`src/rtl/core/teq_pkg.sv`:
```
`default_nettype none

package teq_pkg;

  localparam int DEPTH       = 16;
  localparam int MAX_RESULTS = 16;
  localparam int IDX_W       = $clog2(DEPTH);
  localparam int CNT_W       = $clog2(DEPTH + 1);
  localparam int NFIRE_W     = $clog2(MAX_RESULTS + 1);

  // action codes
  localparam logic [2:0] ACT_TICK    = 3'd0;
  localparam logic [2:0] ACT_ADD_ABS = 3'd1;
  localparam logic [2:0] ACT_ADD_DLY = 3'd2;
  localparam logic [2:0] ACT_CANCEL  = 3'd3;
  localparam logic [2:0] ACT_SHUT    = 3'd4;

  // status codes
  localparam logic [3:0] ST_ADDED       = 4'd0;
  localparam logic [3:0] ST_STOPPED     = 4'd1;
  localparam logic [3:0] ST_DUPLICATE   = 4'd2;
  localparam logic [3:0] ST_FULL        = 4'd3;
  localparam logic [3:0] ST_CANCELLED   = 4'd4;
  localparam logic [3:0] ST_NOT_FOUND   = 4'd5;
  localparam logic [3:0] ST_FIRED       = 4'd6;
  localparam logic [3:0] ST_NOTHING_DUE = 4'd7;
  localparam logic [3:0] ST_SHUT_DOWN   = 4'd8;

  typedef struct packed {
    logic [15:0] id;
    logic [31:0] tm;
  } entry_t;

  typedef struct packed {
    logic             rd_en;
    logic [IDX_W-1:0] rd_idx;
    logic             wr_en;
    logic [IDX_W-1:0] wr_idx;
    entry_t           wr_data;
  } store_req_t;

  // (a + b) mod DEPTH for a, b < DEPTH
  function automatic logic [IDX_W-1:0] wrap_add(input logic [IDX_W-1:0] a,
                                                input logic [IDX_W-1:0] b);
    logic [IDX_W:0] sum;
    sum = {1'b0, a} + {1'b0, b};
    if (sum >= (IDX_W+1)'(DEPTH)) begin
      sum = sum - (IDX_W+1)'(DEPTH);
    end
    return sum[IDX_W-1:0];
  endfunction

endpackage

`default_nettype wire

```
`src/rtl/core/teq_store.sv`:
```
`default_nettype none

// Entry memory, addressed by queue position relative to the ring head.
module teq_store import teq_pkg::*; (
  input  wire logic             clk,
  input  wire logic [IDX_W-1:0] head,
  input  wire store_req_t       req,
  output entry_t                rd_data
);

  entry_t mem [DEPTH];
  entry_t rd_data_r;

  logic [IDX_W-1:0] rd_addr;
  logic [IDX_W-1:0] wr_addr;

  assign rd_addr = wrap_add(head, req.rd_idx);
  assign wr_addr = wrap_add(head, req.wr_idx);

  always_ff @(posedge clk) begin
    if (req.wr_en) begin
      mem[wr_addr] <= req.wr_data;
    end
    if (req.rd_en) begin
      rd_data_r <= mem[rd_addr];
    end
  end

  assign rd_data = rd_data_r;

endmodule

`default_nettype wire

```
`src/rtl/core/timed_event_queue.sv`:
```
`default_nettype none

// Timed event queue: up to DEPTH pending events (16-bit id, 32-bit expiry
// tick) kept in expiry order, ties in insertion order. Pulse start with an
// action while busy is low; the transaction is taken at that edge. Every
// result appears for exactly one cycle with out_valid high and cannot be
// stalled, so the receiver must take it then; out_last marks the final
// result of a transaction. With N the pending count: shutdown, add while
// stopped, and unused codes 5..7 (no result) finish at acceptance. Add:
// one scan of N reads, then a read and a write per entry moved up to open
// the slot, then one write. Cancel: the same scan, then a read and a write
// per entry moved down. Tick: a read and a check per fired event, then one
// more read or check to finish, at most 16 events per tick. The entry
// memory (one read port, one write port, registered read) sets these
// steps. Events removed from the front only move the ring head.
module timed_event_queue import teq_pkg::*; (
  input  wire logic        clk,
  input  wire logic        rst_n,
  input  wire logic        start,
  output logic             busy,
  input  wire logic [2:0]  in_action,
  input  wire logic [15:0] in_event_id,
  input  wire logic [31:0] in_event_time,
  output logic             out_valid,
  output logic [3:0]       out_status,
  output logic [15:0]      out_result_id,
  output logic [31:0]      out_result_time,
  output logic             out_last
);

  typedef enum logic [8:0] {
    S_IDLE     = 9'b000000001,
    S_SCAN     = 9'b000000010,
    S_INS_RD   = 9'b000000100,
    S_INS_WR   = 9'b000001000,
    S_INS_PUT  = 9'b000010000,
    S_DEL_RD   = 9'b000100000,
    S_DEL_WR   = 9'b001000000,
    S_TICK_RD  = 9'b010000000,
    S_TICK_CHK = 9'b100000000
  } state_t;

  state_t state_r, state_nxt;

  logic [31:0]        tick_r, tick_nxt;
  logic [CNT_W-1:0]   count_r, count_nxt;
  logic [IDX_W-1:0]   head_r, head_nxt;
  logic               stopped_r, stopped_nxt;

  // current transaction
  logic [2:0]         act_r, act_nxt;
  logic [15:0]        id_r, id_nxt;
  logic [31:0]        when_r, when_nxt;

  // scan / shift bookkeeping
  logic [CNT_W-1:0]   k_r, k_nxt;       // next position to read
  logic               pend_r, pend_nxt; // read data in flight
  logic               found_r, found_nxt;
  logic [CNT_W-1:0]   pos_r, pos_nxt;   // insert slot or cancel hit
  logic [CNT_W-1:0]   j_r, j_nxt;       // shift cursor

  // tick firing: one fired event is held back until we know if it is last
  logic [NFIRE_W-1:0] nfire_r, nfire_nxt;
  logic               held_v_r, held_v_nxt;
  entry_t             held_r, held_nxt;

  logic               ov_r;
  logic [3:0]         os_r;
  logic [15:0]        oid_r;
  logic [31:0]        otm_r;
  logic               olast_r;

  logic               emit_v;
  logic [3:0]         emit_st;
  logic [15:0]        emit_id;
  logic [31:0]        emit_tm;
  logic               emit_last;

  store_req_t         req;
  entry_t             ent;

  logic [32:0]        dsum;
  logic [CNT_W-1:0]   j_dn, j_up;

  teq_store u_store (
    .clk     (clk),
    .head    (head_r),
    .req     (req),
    .rd_data (ent)
  );

  assign busy = (state_r != S_IDLE);
  assign dsum = {1'b0, tick_r} + {1'b0, in_event_time};
  assign j_dn = j_r - CNT_W'(1);
  assign j_up = j_r + CNT_W'(1);

  always_comb begin
    state_nxt   = state_r;
    tick_nxt    = tick_r;
    count_nxt   = count_r;
    head_nxt    = head_r;
    stopped_nxt = stopped_r;
    act_nxt     = act_r;
    id_nxt      = id_r;
    when_nxt    = when_r;
    k_nxt       = k_r;
    pend_nxt    = pend_r;
    found_nxt   = found_r;
    pos_nxt     = pos_r;
    j_nxt       = j_r;
    nfire_nxt   = nfire_r;
    held_v_nxt  = held_v_r;
    held_nxt    = held_r;
    req         = '0;
    emit_v      = 1'b0;
    emit_st     = ST_ADDED;
    emit_id     = '0;
    emit_tm     = '0;
    emit_last   = 1'b1;

    unique case (state_r)
      S_IDLE: begin
        if (start) begin
          act_nxt   = in_action;
          id_nxt    = in_event_id;
          when_nxt  = in_event_time;
          k_nxt     = '0;
          pend_nxt  = 1'b0;
          found_nxt = 1'b0;
          pos_nxt   = '0;
          unique case (in_action)
            ACT_TICK: begin
              tick_nxt   = tick_r + 32'd1;
              nfire_nxt  = '0;
              held_v_nxt = 1'b0;
              state_nxt  = S_TICK_RD;
            end
            ACT_ADD_ABS, ACT_ADD_DLY: begin
              if (in_action == ACT_ADD_DLY) begin
                // saturate at the top of the tick range
                when_nxt = dsum[32] ? '1 : dsum[31:0];
              end
              if (stopped_r) begin
                emit_v  = 1'b1;
                emit_st = ST_STOPPED;
                emit_id = in_event_id;
              end else begin
                state_nxt = S_SCAN;
              end
            end
            ACT_CANCEL: begin
              state_nxt = S_SCAN;
            end
            ACT_SHUT: begin
              count_nxt   = '0;
              stopped_nxt = 1'b1;
              emit_v      = 1'b1;
              emit_st     = ST_SHUT_DOWN;
            end
            default: begin
            end
          endcase
        end
      end

      S_SCAN: begin
        // pipelined walk: issue position k, check data of position k-1
        if (k_r < count_r) begin
          req.rd_en  = 1'b1;
          req.rd_idx = k_r[IDX_W-1:0];
          k_nxt      = k_r + CNT_W'(1);
          pend_nxt   = 1'b1;
        end else begin
          pend_nxt = 1'b0;
        end
        if (pend_r) begin
          if (act_r == ACT_CANCEL) begin
            if (ent.id == id_r && !found_r) begin
              found_nxt = 1'b1;
              pos_nxt   = k_r - CNT_W'(1);
            end
          end else begin
            if (ent.id == id_r) begin
              found_nxt = 1'b1;
            end
            if (ent.tm <= when_r) begin
              pos_nxt = pos_r + CNT_W'(1);
            end
          end
        end
        if (k_r >= count_r && !pend_r) begin
          if (act_r == ACT_CANCEL) begin
            if (!found_r) begin
              emit_v    = 1'b1;
              emit_st   = ST_NOT_FOUND;
              emit_id   = id_r;
              state_nxt = S_IDLE;
            end else if (pos_r == '0) begin
              // front entry: just advance the head
              head_nxt  = wrap_add(head_r, IDX_W'(1));
              count_nxt = count_r - CNT_W'(1);
              emit_v    = 1'b1;
              emit_st   = ST_CANCELLED;
              emit_id   = id_r;
              state_nxt = S_IDLE;
            end else if (pos_r + CNT_W'(1) < count_r) begin
              j_nxt     = pos_r;
              state_nxt = S_DEL_RD;
            end else begin
              count_nxt = count_r - CNT_W'(1);
              emit_v    = 1'b1;
              emit_st   = ST_CANCELLED;
              emit_id   = id_r;
              state_nxt = S_IDLE;
            end
          end else begin
            if (found_r) begin
              emit_v    = 1'b1;
              emit_st   = ST_DUPLICATE;
              emit_id   = id_r;
              state_nxt = S_IDLE;
            end else if (count_r == CNT_W'(DEPTH)) begin
              emit_v    = 1'b1;
              emit_st   = ST_FULL;
              emit_id   = id_r;
              state_nxt = S_IDLE;
            end else begin
              j_nxt     = count_r;
              state_nxt = (count_r > pos_r) ? S_INS_RD : S_INS_PUT;
            end
          end
        end
      end

      S_INS_RD: begin
        req.rd_en  = 1'b1;
        req.rd_idx = j_dn[IDX_W-1:0];
        state_nxt  = S_INS_WR;
      end

      S_INS_WR: begin
        req.wr_en   = 1'b1;
        req.wr_idx  = j_r[IDX_W-1:0];
        req.wr_data = ent;
        j_nxt       = j_dn;
        state_nxt   = (j_dn > pos_r) ? S_INS_RD : S_INS_PUT;
      end

      S_INS_PUT: begin
        req.wr_en      = 1'b1;
        req.wr_idx     = pos_r[IDX_W-1:0];
        req.wr_data.id = id_r;
        req.wr_data.tm = when_r;
        count_nxt      = count_r + CNT_W'(1);
        emit_v         = 1'b1;
        emit_st        = ST_ADDED;
        emit_id        = id_r;
        emit_tm        = when_r;
        state_nxt      = S_IDLE;
      end

      S_DEL_RD: begin
        req.rd_en  = 1'b1;
        req.rd_idx = j_up[IDX_W-1:0];
        state_nxt  = S_DEL_WR;
      end

      S_DEL_WR: begin
        req.wr_en   = 1'b1;
        req.wr_idx  = j_r[IDX_W-1:0];
        req.wr_data = ent;
        j_nxt       = j_up;
        if (j_up + CNT_W'(1) < count_r) begin
          state_nxt = S_DEL_RD;
        end else begin
          count_nxt = count_r - CNT_W'(1);
          emit_v    = 1'b1;
          emit_st   = ST_CANCELLED;
          emit_id   = id_r;
          state_nxt = S_IDLE;
        end
      end

      S_TICK_RD: begin
        if (count_r != '0 && nfire_r < NFIRE_W'(MAX_RESULTS)) begin
          req.rd_en  = 1'b1;
          req.rd_idx = '0;
          state_nxt  = S_TICK_CHK;
        end else begin
          emit_v    = 1'b1;
          emit_st   = held_v_r ? ST_FIRED : ST_NOTHING_DUE;
          emit_id   = held_v_r ? held_r.id : 16'd0;
          emit_tm   = held_v_r ? held_r.tm : 32'd0;
          state_nxt = S_IDLE;
        end
      end

      S_TICK_CHK: begin
        if (ent.tm <= tick_r) begin
          head_nxt  = wrap_add(head_r, IDX_W'(1));
          count_nxt = count_r - CNT_W'(1);
          nfire_nxt = nfire_r + NFIRE_W'(1);
          if (held_v_r) begin
            emit_v    = 1'b1;
            emit_st   = ST_FIRED;
            emit_id   = held_r.id;
            emit_tm   = held_r.tm;
            emit_last = 1'b0;
          end
          held_nxt   = ent;
          held_v_nxt = 1'b1;
          state_nxt  = S_TICK_RD;
        end else begin
          emit_v    = 1'b1;
          emit_st   = held_v_r ? ST_FIRED : ST_NOTHING_DUE;
          emit_id   = held_v_r ? held_r.id : 16'd0;
          emit_tm   = held_v_r ? held_r.tm : 32'd0;
          state_nxt = S_IDLE;
        end
      end

      default: begin
        state_nxt = S_IDLE;
      end
    endcase
  end

  // control state
  always_ff @(posedge clk) begin
    if (!rst_n) begin
      state_r   <= S_IDLE;
      tick_r    <= '0;
      count_r   <= '0;
      head_r    <= '0;
      stopped_r <= 1'b0;
      pend_r    <= 1'b0;
      held_v_r  <= 1'b0;
      ov_r      <= 1'b0;
    end else begin
      state_r   <= state_nxt;
      tick_r    <= tick_nxt;
      count_r   <= count_nxt;
      head_r    <= head_nxt;
      stopped_r <= stopped_nxt;
      pend_r    <= pend_nxt;
      held_v_r  <= held_v_nxt;
      ov_r      <= emit_v;
    end
  end

  // payload and working registers
  always_ff @(posedge clk) begin
    act_r   <= act_nxt;
    id_r    <= id_nxt;
    when_r  <= when_nxt;
    k_r     <= k_nxt;
    found_r <= found_nxt;
    pos_r   <= pos_nxt;
    j_r     <= j_nxt;
    nfire_r <= nfire_nxt;
    held_r  <= held_nxt;
    os_r    <= emit_st;
    oid_r   <= emit_id;
    otm_r   <= emit_tm;
    olast_r <= emit_last;
  end

  assign out_valid       = ov_r;
  assign out_status      = os_r;
  assign out_result_id   = oid_r;
  assign out_result_time = otm_r;
  assign out_last        = olast_r;

endmodule

`default_nettype wire
```
`config.mk`:
```
export PLATFORM = sky130hd
export DESIGN_NAME = timed_event_queue
export DESIGN_NICKNAME = d
export VERILOG_FILES = /design/src/rtl/core/teq_pkg.sv /design/src/rtl/core/teq_store.sv /design/src/rtl/core/timed_event_queue.sv
export SDC_FILE = /design/constraint.sdc
export NUM_CORES = 1
export LEC_CHECK = 0
export BUFFER_PORTS_ARGS = -buffer_cell sky130_fd_sc_hd__buf_4
export CORE_ASPECT_RATIO = 0.5
export CORE_MARGIN = 5
export CORE_UTILIZATION = 60
export DETAILED_ROUTE_END_ITERATION = 8
export PLACE_DENSITY_LB_ADDON = 0.15
export SLEW_MARGIN = 20
export SYNTH_ARGS = -nofsm -noshare
export SYNTH_HDL_FRONTEND = slang
export SYNTH_SLANG_ARGS = --single-unit
```
`constraint.sdc`:
```
create_clock -name clk -period 10.3 [get_ports clk]
set_input_delay 1.03 -clock clk [delete_from_list [all_inputs] [get_ports clk]]
set_output_delay 1.03 -clock clk [all_outputs]
set_load 0.005 [all_outputs]
```
# After elaboration in Yosys (flattened, before gate mapping)
# Memory sizes are Yosys's and may differ from the RTL's. A register that Yosys moved wholly into a read port is not among the register bits.
# Index checks and enable logic that the tools add are counted.
word_totals:
  register_bits: 227
  ramBits: 768
  input_bits: 54
  out_inout_bits: 55
  word_cells: 244
  mem_count: 1
op_classes:
  n_addsub: 17
  n_lt_le_gt_ge: 12
  eq_ne: 39
  n_mux: 125
  n_reduce_logical: 28
mem_list:
  columns: ["memory", "depth", "width", "read_ports", "rd_ports_with_merged_regs", "write_ports", "line", "source"]
  rows:
  - ["u_store.mem", 16, 48, 1, 1, 1, "teq_store.sv:11", "entry_t mem [DEPTH];"]
op_table:
  columns: ["op", "count"]
  rows:
  - ["$mux W16", 13]
  - ["$mux W32", 5]
  - ["$mux W5", 30]
  - ["$pmux W53 S2", 1]
  - ["$pmux W16 S6", 1]
  - ["$pmux W32 S3", 1]
  - ["$pmux W9 S8", 1]
  - ["$le A32 B32 Y1", 2]
  - ["$mux W9", 6]
  - ["$mux W4", 12]
  - ["$add A32 B32 Y33", 1]
  - ["$add A32 B1 Y32 const B", 1]
  - ["$add A5 B1 Y5 const B", 6]
  - ["$ne A3 B3 Y1 const B", 10]
  - ["$pmux W5 S2", 3]
  - ["$mux W1", 27]
  - ["$pmux W9 S3", 1]
  - ["$pmux W5 S5", 1]
  - ["$mux W6", 4]
  - ["$pmux W4 S5", 1]
  - ["$pmux W5 S4", 1]
  - ["$mux W3", 6]
  - ["$ne A2 B2 Y1 const B", 9]
  - ["$eq A16 B16 Y1", 1]
  - ["other kinds (46)", 77]

# Logic depth before layout (Yosys ltp)
depth:
  ltp_word: 8
  mapped_depth: 16
  mapped_depth_nobuf: 14

# By module
# Synthesis repeated with hierarchy kept, for this count alone.
hier_totals:
  hier_cells: 2818
  hier_area_um2: 45462.4
by_module_without_submodules:
  columns: ["mod", "n_inst", "cells_each", "area_each_um2", "seq_area_each_um2"]
  rows:
  - ["teq_store", 1, 1431, 31577.8, 24503.5]
  - ["timed_event_queue", 1, 1387, 13884.6, 5745.5]

# Worst setup path after synthesis
# Ideal clock, no wire load.
synth_path:
  path_type: "register -> register"
  from: "register state_r[8]"
  to: "memory u_store.mem[0][0] (netlist bit) (enable)"
  setup_ns: 0.513
  arrival_time_ns: 6.433
  required_ns: 9.787
  setup_slack_ns: 3.354
  stages_incl_launch_ff: 14
  period_less_slack_ns: 6.946
  cell_sequence: "dfxtp_1 > buf_6 > or3_1 > buf_2 > or4_4 > nor2_2 > clkbuf_1 > a22o_1 > ha_1 > a21o_1 > a21oi_1 > xnor2_1 > xnor2_1 > nor3_1"
synth_between:
  elab_chain_cells: 6
  elab_cells_between_ends: 11
  cone_classes: "add/sub (2); order compare (1); eq/ne (3); mux (4); reduce/logical (1)"
synth_lines:
  columns: ["item", "line", "source"]
  rows:
  - ["from (decl)", "timed_event_queue.sv:43", "state_t state_r, state_nxt;"]
  - ["from (signal assigned)", "timed_event_queue.sv:340", "state_r <= state_nxt;"]
  - ["$eq A9 B7 Y1 / $eq A9 B4 Y1 (equally long branches)", "timed_event_queue.sv:121", "unique case (state_r)"]
  - ["$reduce_or A2 Y1 (no source line)", null, null]
  - ["$pmux W53 S2 (*)", "timed_event_queue.sv:121", null]
  - ["$add A4 B4 Y5", "teq_pkg.sv:46", "sum = {1'b0, a} + {1'b0, b};"]
  - ["$sub A4 B1 Y4 / $ge A5 B5 Y1 (equally long branches)", "teq_pkg.sv:48, teq_pkg.sv:47", null]
  - ["$mux W4", "teq_pkg.sv:47", "if (sum >= (IDX_W+1)'(DEPTH)) begin"]
  - ["to (decl)", "teq_store.sv:11", null]
# Mark *: on every way between the ends. The rest lies on a longest branch, timed or not.

# Worst setup path in the final report
layout_path:
  from: "register state_r[5]"
  to: "register u_store.rd_data[7] (netlist name)"
layout_between:
  elab_chain_cells: 5
  elab_cells_between_ends: 9
  cone_classes: "add/sub (2); order compare (1); eq/ne (4); mux (2)"
layout_lines:
  columns: ["item", "line"]
  rows:
  - ["$eq A9 B8 Y1, or another cell as far along", "timed_event_queue.sv:121"]
  - ["$pmux W5 S4 (*)", "timed_event_queue.sv:121"]
  - ["$add A4 B4 Y5", "teq_pkg.sv:46"]
  - ["$sub A4 B1 Y4 / $ge A5 B5 Y1 (equally long branches)", "teq_pkg.sv:48, teq_pkg.sv:47"]
  - ["$mux W4", "teq_pkg.sv:47"]
# Marked as above.
# A chain may end at the register's enable or synchronous reset.

==> impl_metrics.env <==
export IMPL_drtIter0Drc=2717
export IMPL_final_cell_area_sq_mm=0.0496
export IMPL_clk_latency_ns=0.69
export IMPL_yosysSeqAreaShare_pct=68.0
export IMPL_grt_pass1_vias=24800
export IMPL_drive_gt1_share_pct=19.2
export IMPL_max_cap_violations=0
export IMPL_power_density_mw_per_mm2=166
export IMPL_dp_slack_ns=4.81
export IMPL_end_kind="register"
export IMPL_ctsResizeCount=0
export IMPL_fin_crit_sh_pct=54.2
export IMPL_grt_pass1_wl_um=161000
export IMPL_cts_buffers=88
export IMPL_drc=0
export IMPL_dp_cells=3616
export IMPL_crit_slowest_cell="fa_4"
export IMPL_yosysTopAreaCellShare_pct=63.2
export IMPL_hp_class="register to register"
export IMPL_maxSlewViolCount=0
export IMPL_vias=24800
export IMPL_area_growth_synth_to_final_pct=11.5
export IMPL_final_setup_tns_ns=0
export IMPL_grt_use_total_pct=27.1
export IMPL_synth_area_leaders="edfxtp_1 63%, mux4_2 9.7%, dfxtp_1 4.8%"
export IMPL_rr_worst_depth=12
export IMPL_power_total_mw=8.25
export IMPL_ff2ff_setup_slack_ns=4.71
export IMPL_worstReg2RegEnd="u_store.rd_data[7]"
export IMPL_slew_headroom_pct=18.5
export IMPL_layout_setup_ws_ns=4.71
export IMPL_syn_nets=2798
export IMPL_die_w_um=395
export IMPL_cts_sinks=1043
export IMPL_antenna_found_initial=0
export IMPL_hp_start="held_v_r"
export IMPL_synth_area_leader_cell="edfxtp_1"
export IMPL_p_leak_nw=15.9
export IMPL_hold_viol=0
export IMPL_initial_core_util_pct=60.7
export IMPL_rsz0062_at_grt="false"
export IMPL_postLayoutCoreUtil_pct=67.7
export IMPL_critPathMostFrequentCell="mux2i_1"
export IMPL_critPathKind="register to register"
export IMPL_holdPathStages=1
export IMPL_routabilityCongestion=0.949
export IMPL_synth_cell_type_count=83
export IMPL_fin_hold_ws_ns=0.420
export IMPL_coreArea_sq_mm=0.0732
export IMPL_ios=109
export IMPL_crit_path_max_incr_delay_ns=1.21
export IMPL_cts_root_buffer="clkbuf_16"
export IMPL_drt_total_wl_um=107000
export IMPL_die_area_sq_mm=0.0800
export IMPL_cts_buffer_depth=3
export IMPL_post_cts_buffers=0
export IMPL_finalSetupViolCount=0
export IMPL_ys_warn_count=0
export IMPL_critPathArrivalTime_ns=6.01
export IMPL_ir_worst_vdd_uv=151
export IMPL_synth_cell_area_sq_mm=0.0445
export IMPL_synth_flop_cell="edfxtp_1"
export IMPL_worst_pin_slew_ns=1.21
export IMPL_holdPathEnd="out_last"
export IMPL_nets=2934
export IMPL_status="finished, final reports clean"
export IMPL_hpwl_um=64900
export IMPL_crit_path_cell_trace="or4_1, nor3_2, nand3b_2, clkinv_1, nand3b_1, o22ai_1, ha_4, fa_4, buf_12, mux4_2, mux2i_1, mux2i_1"
export IMPL_postPlaceCellArea_sq_mm=0.0466
export IMPL_ys_ff_latch=1043
export IMPL_grt_overflow=0
export IMPL_fmax_mhz=179
export IMPL_timing_rr_start="state_r[5]"
export IMPL_via_per_inst=6.57
export IMPL_fin_crit_ns=5.59
export IMPL_wl_per_cell_um=28.4
export IMPL_synth_edf_count=936
export IMPL_grt_max_degree=153
export IMPL_cts_tree="done"
export IMPL_worst_setup_path_start_kind="register"
export IMPL_diodes=0
export IMPL_ant_nets=0
export IMPL_portBuffers=108
export IMPL_firstDrtPassIters=6
export IMPL_h_tree_depth=3
export IMPL_syn_area_per_cell_sq_um=17.1
export IMPL_synthCells=2598
export IMPL_cp_max_fo=152
export IMPL_die_h_um=203
export IMPL_rows=70
export IMPL_path_clk_slew_ns=0.08
export IMPL_finClkSkew_ns=0.0301
export IMPL_cp_data_required_time_ns=10.73
export IMPL_synth_async_reset_ratio_pct=0
export IMPL_cts_hold_buf=0
export IMPL_layout_cells_non_filler=3780
[state kept, by name (all words and copies together) (netlist names), 5 cells and up]
register / count
j_r: 5
held_r: 48
u_store.rd_data: 48
count_r: 5
id_r: 16
u_store.mem: 768
k_r: 5
state_r: 9
when_r: 32
out_result_time: 32
tick_r: 32
pos_r: 5
nfire_r: 5
out_result_id: 16
[critical path: cells and delay by family, from the launching register on]
| kind | cells | cell delay [ns] |
|---|---|---|
| fa+ha+maj | 2 | 1.46 |
| buf+inv | 2 | 1.08 |
| simple gates | 4 | 1.02 |
| mux | 3 | 0.93 |
| flops | 1 | 0.46 |
| compound gates | 1 | 0.21 |
[cell families after synthesis]
logic type | synth area share, %
AOI/OAI and AO/OA | 6.40
xor gates and xnor gates | 2.05
adders and majority gates | 4.18
buffers and inverters | 1.76
DFF | 68.0
muxes | 13.3
and+or+nand+nor | 4.34
[placed cells by master (no fill, tap or decap), drive strengths merged, types with 26 or more instances in the layout]
master  instances
o21ai          49
dfxtp         107
nor3           34
mux4          192
clkinv         36
a21o           43
mux2i         157
inv            97
nand4          26
xor2           42
a22o          100
a21oi          71
nand2          63
edfxtp        936
buf           151
o22a           30
clkbuf        114
xnor2          62
nand3          39
ha            142
nor2           97
[metal layers]
layer	part of all wire, %	track usage [%]	up-vias
li1	-	-	10700
met1	43	41.4	12900
met2	46	41.2	1179
met3	9.8	6.26	119
met4	1.5	4.73	0
met5	0	0	-
[how the worst max path moves through the flow]
| stage | from | end | slack [ns] | cells past startpoint |
|---|---|---|---|---|
| floorplan | state_r[8] | u_store.mem[0][0] | 3.35 | 13 |
| global placement | state_r[5] | u_store.rd_data[7] | 4.91 | 12 |
| detailed placement | state_r[5] | u_store.rd_data[7] | 4.81 | 12 |
| CTS | state_r[5] | u_store.rd_data[7] | 4.83 | 12 |
| global route | state_r[5] | u_store.rd_data[13] | 4.56 | 12 |
| finish | state_r[5] | u_store.rd_data[7] | 4.71 | 12 |
[power by group]
group	internal (mW)	total, mW	switching, mW	leakage, nW
Sequential	4.57	4.61	0.0391	8.94
Clock	1.90	3.45	1.55	1.45
Combinational	0.0777	0.190	0.112	5.51
Total	6.55	8.25	1.70	15.9
[Yosys cell counts, types with 43 or more instances]
| cell | count |
|---|---|
| inv_1 | 95 |
| o21ai_0 | 46 |
| edfxtp_1 | 936 |
| mux2i_1 | 157 |
| a22o_1 | 100 |
| nand2_1 | 63 |
| ha_1 | 142 |
| a21o_1 | 43 |
| nor2_1 | 94 |
| a21oi_1 | 71 |
| dfxtp_1 | 107 |
| mux4_2 | 192 |
| clkbuf_1 | 73 |
| xnor2_1 | 62 |
[layout make-up]
| cell class | count | area [sq um] |
|---|---|---|
| Clock inverter | 50 | 587 |
| Clock buffer | 114 | 2400 |
| Sequential cell | 1043 | 30200 |
| Fill cell | 4819 | 23600 |
| Multi-Input combinational cell | 1354 | 13600 |
| Timing Repair Buffer | 151 | 1160 |
| Inverter | 96 | 360 |
| Tap cell | 972 | 1220 |
Note: power is estimated with default switching activity, not from simulation.
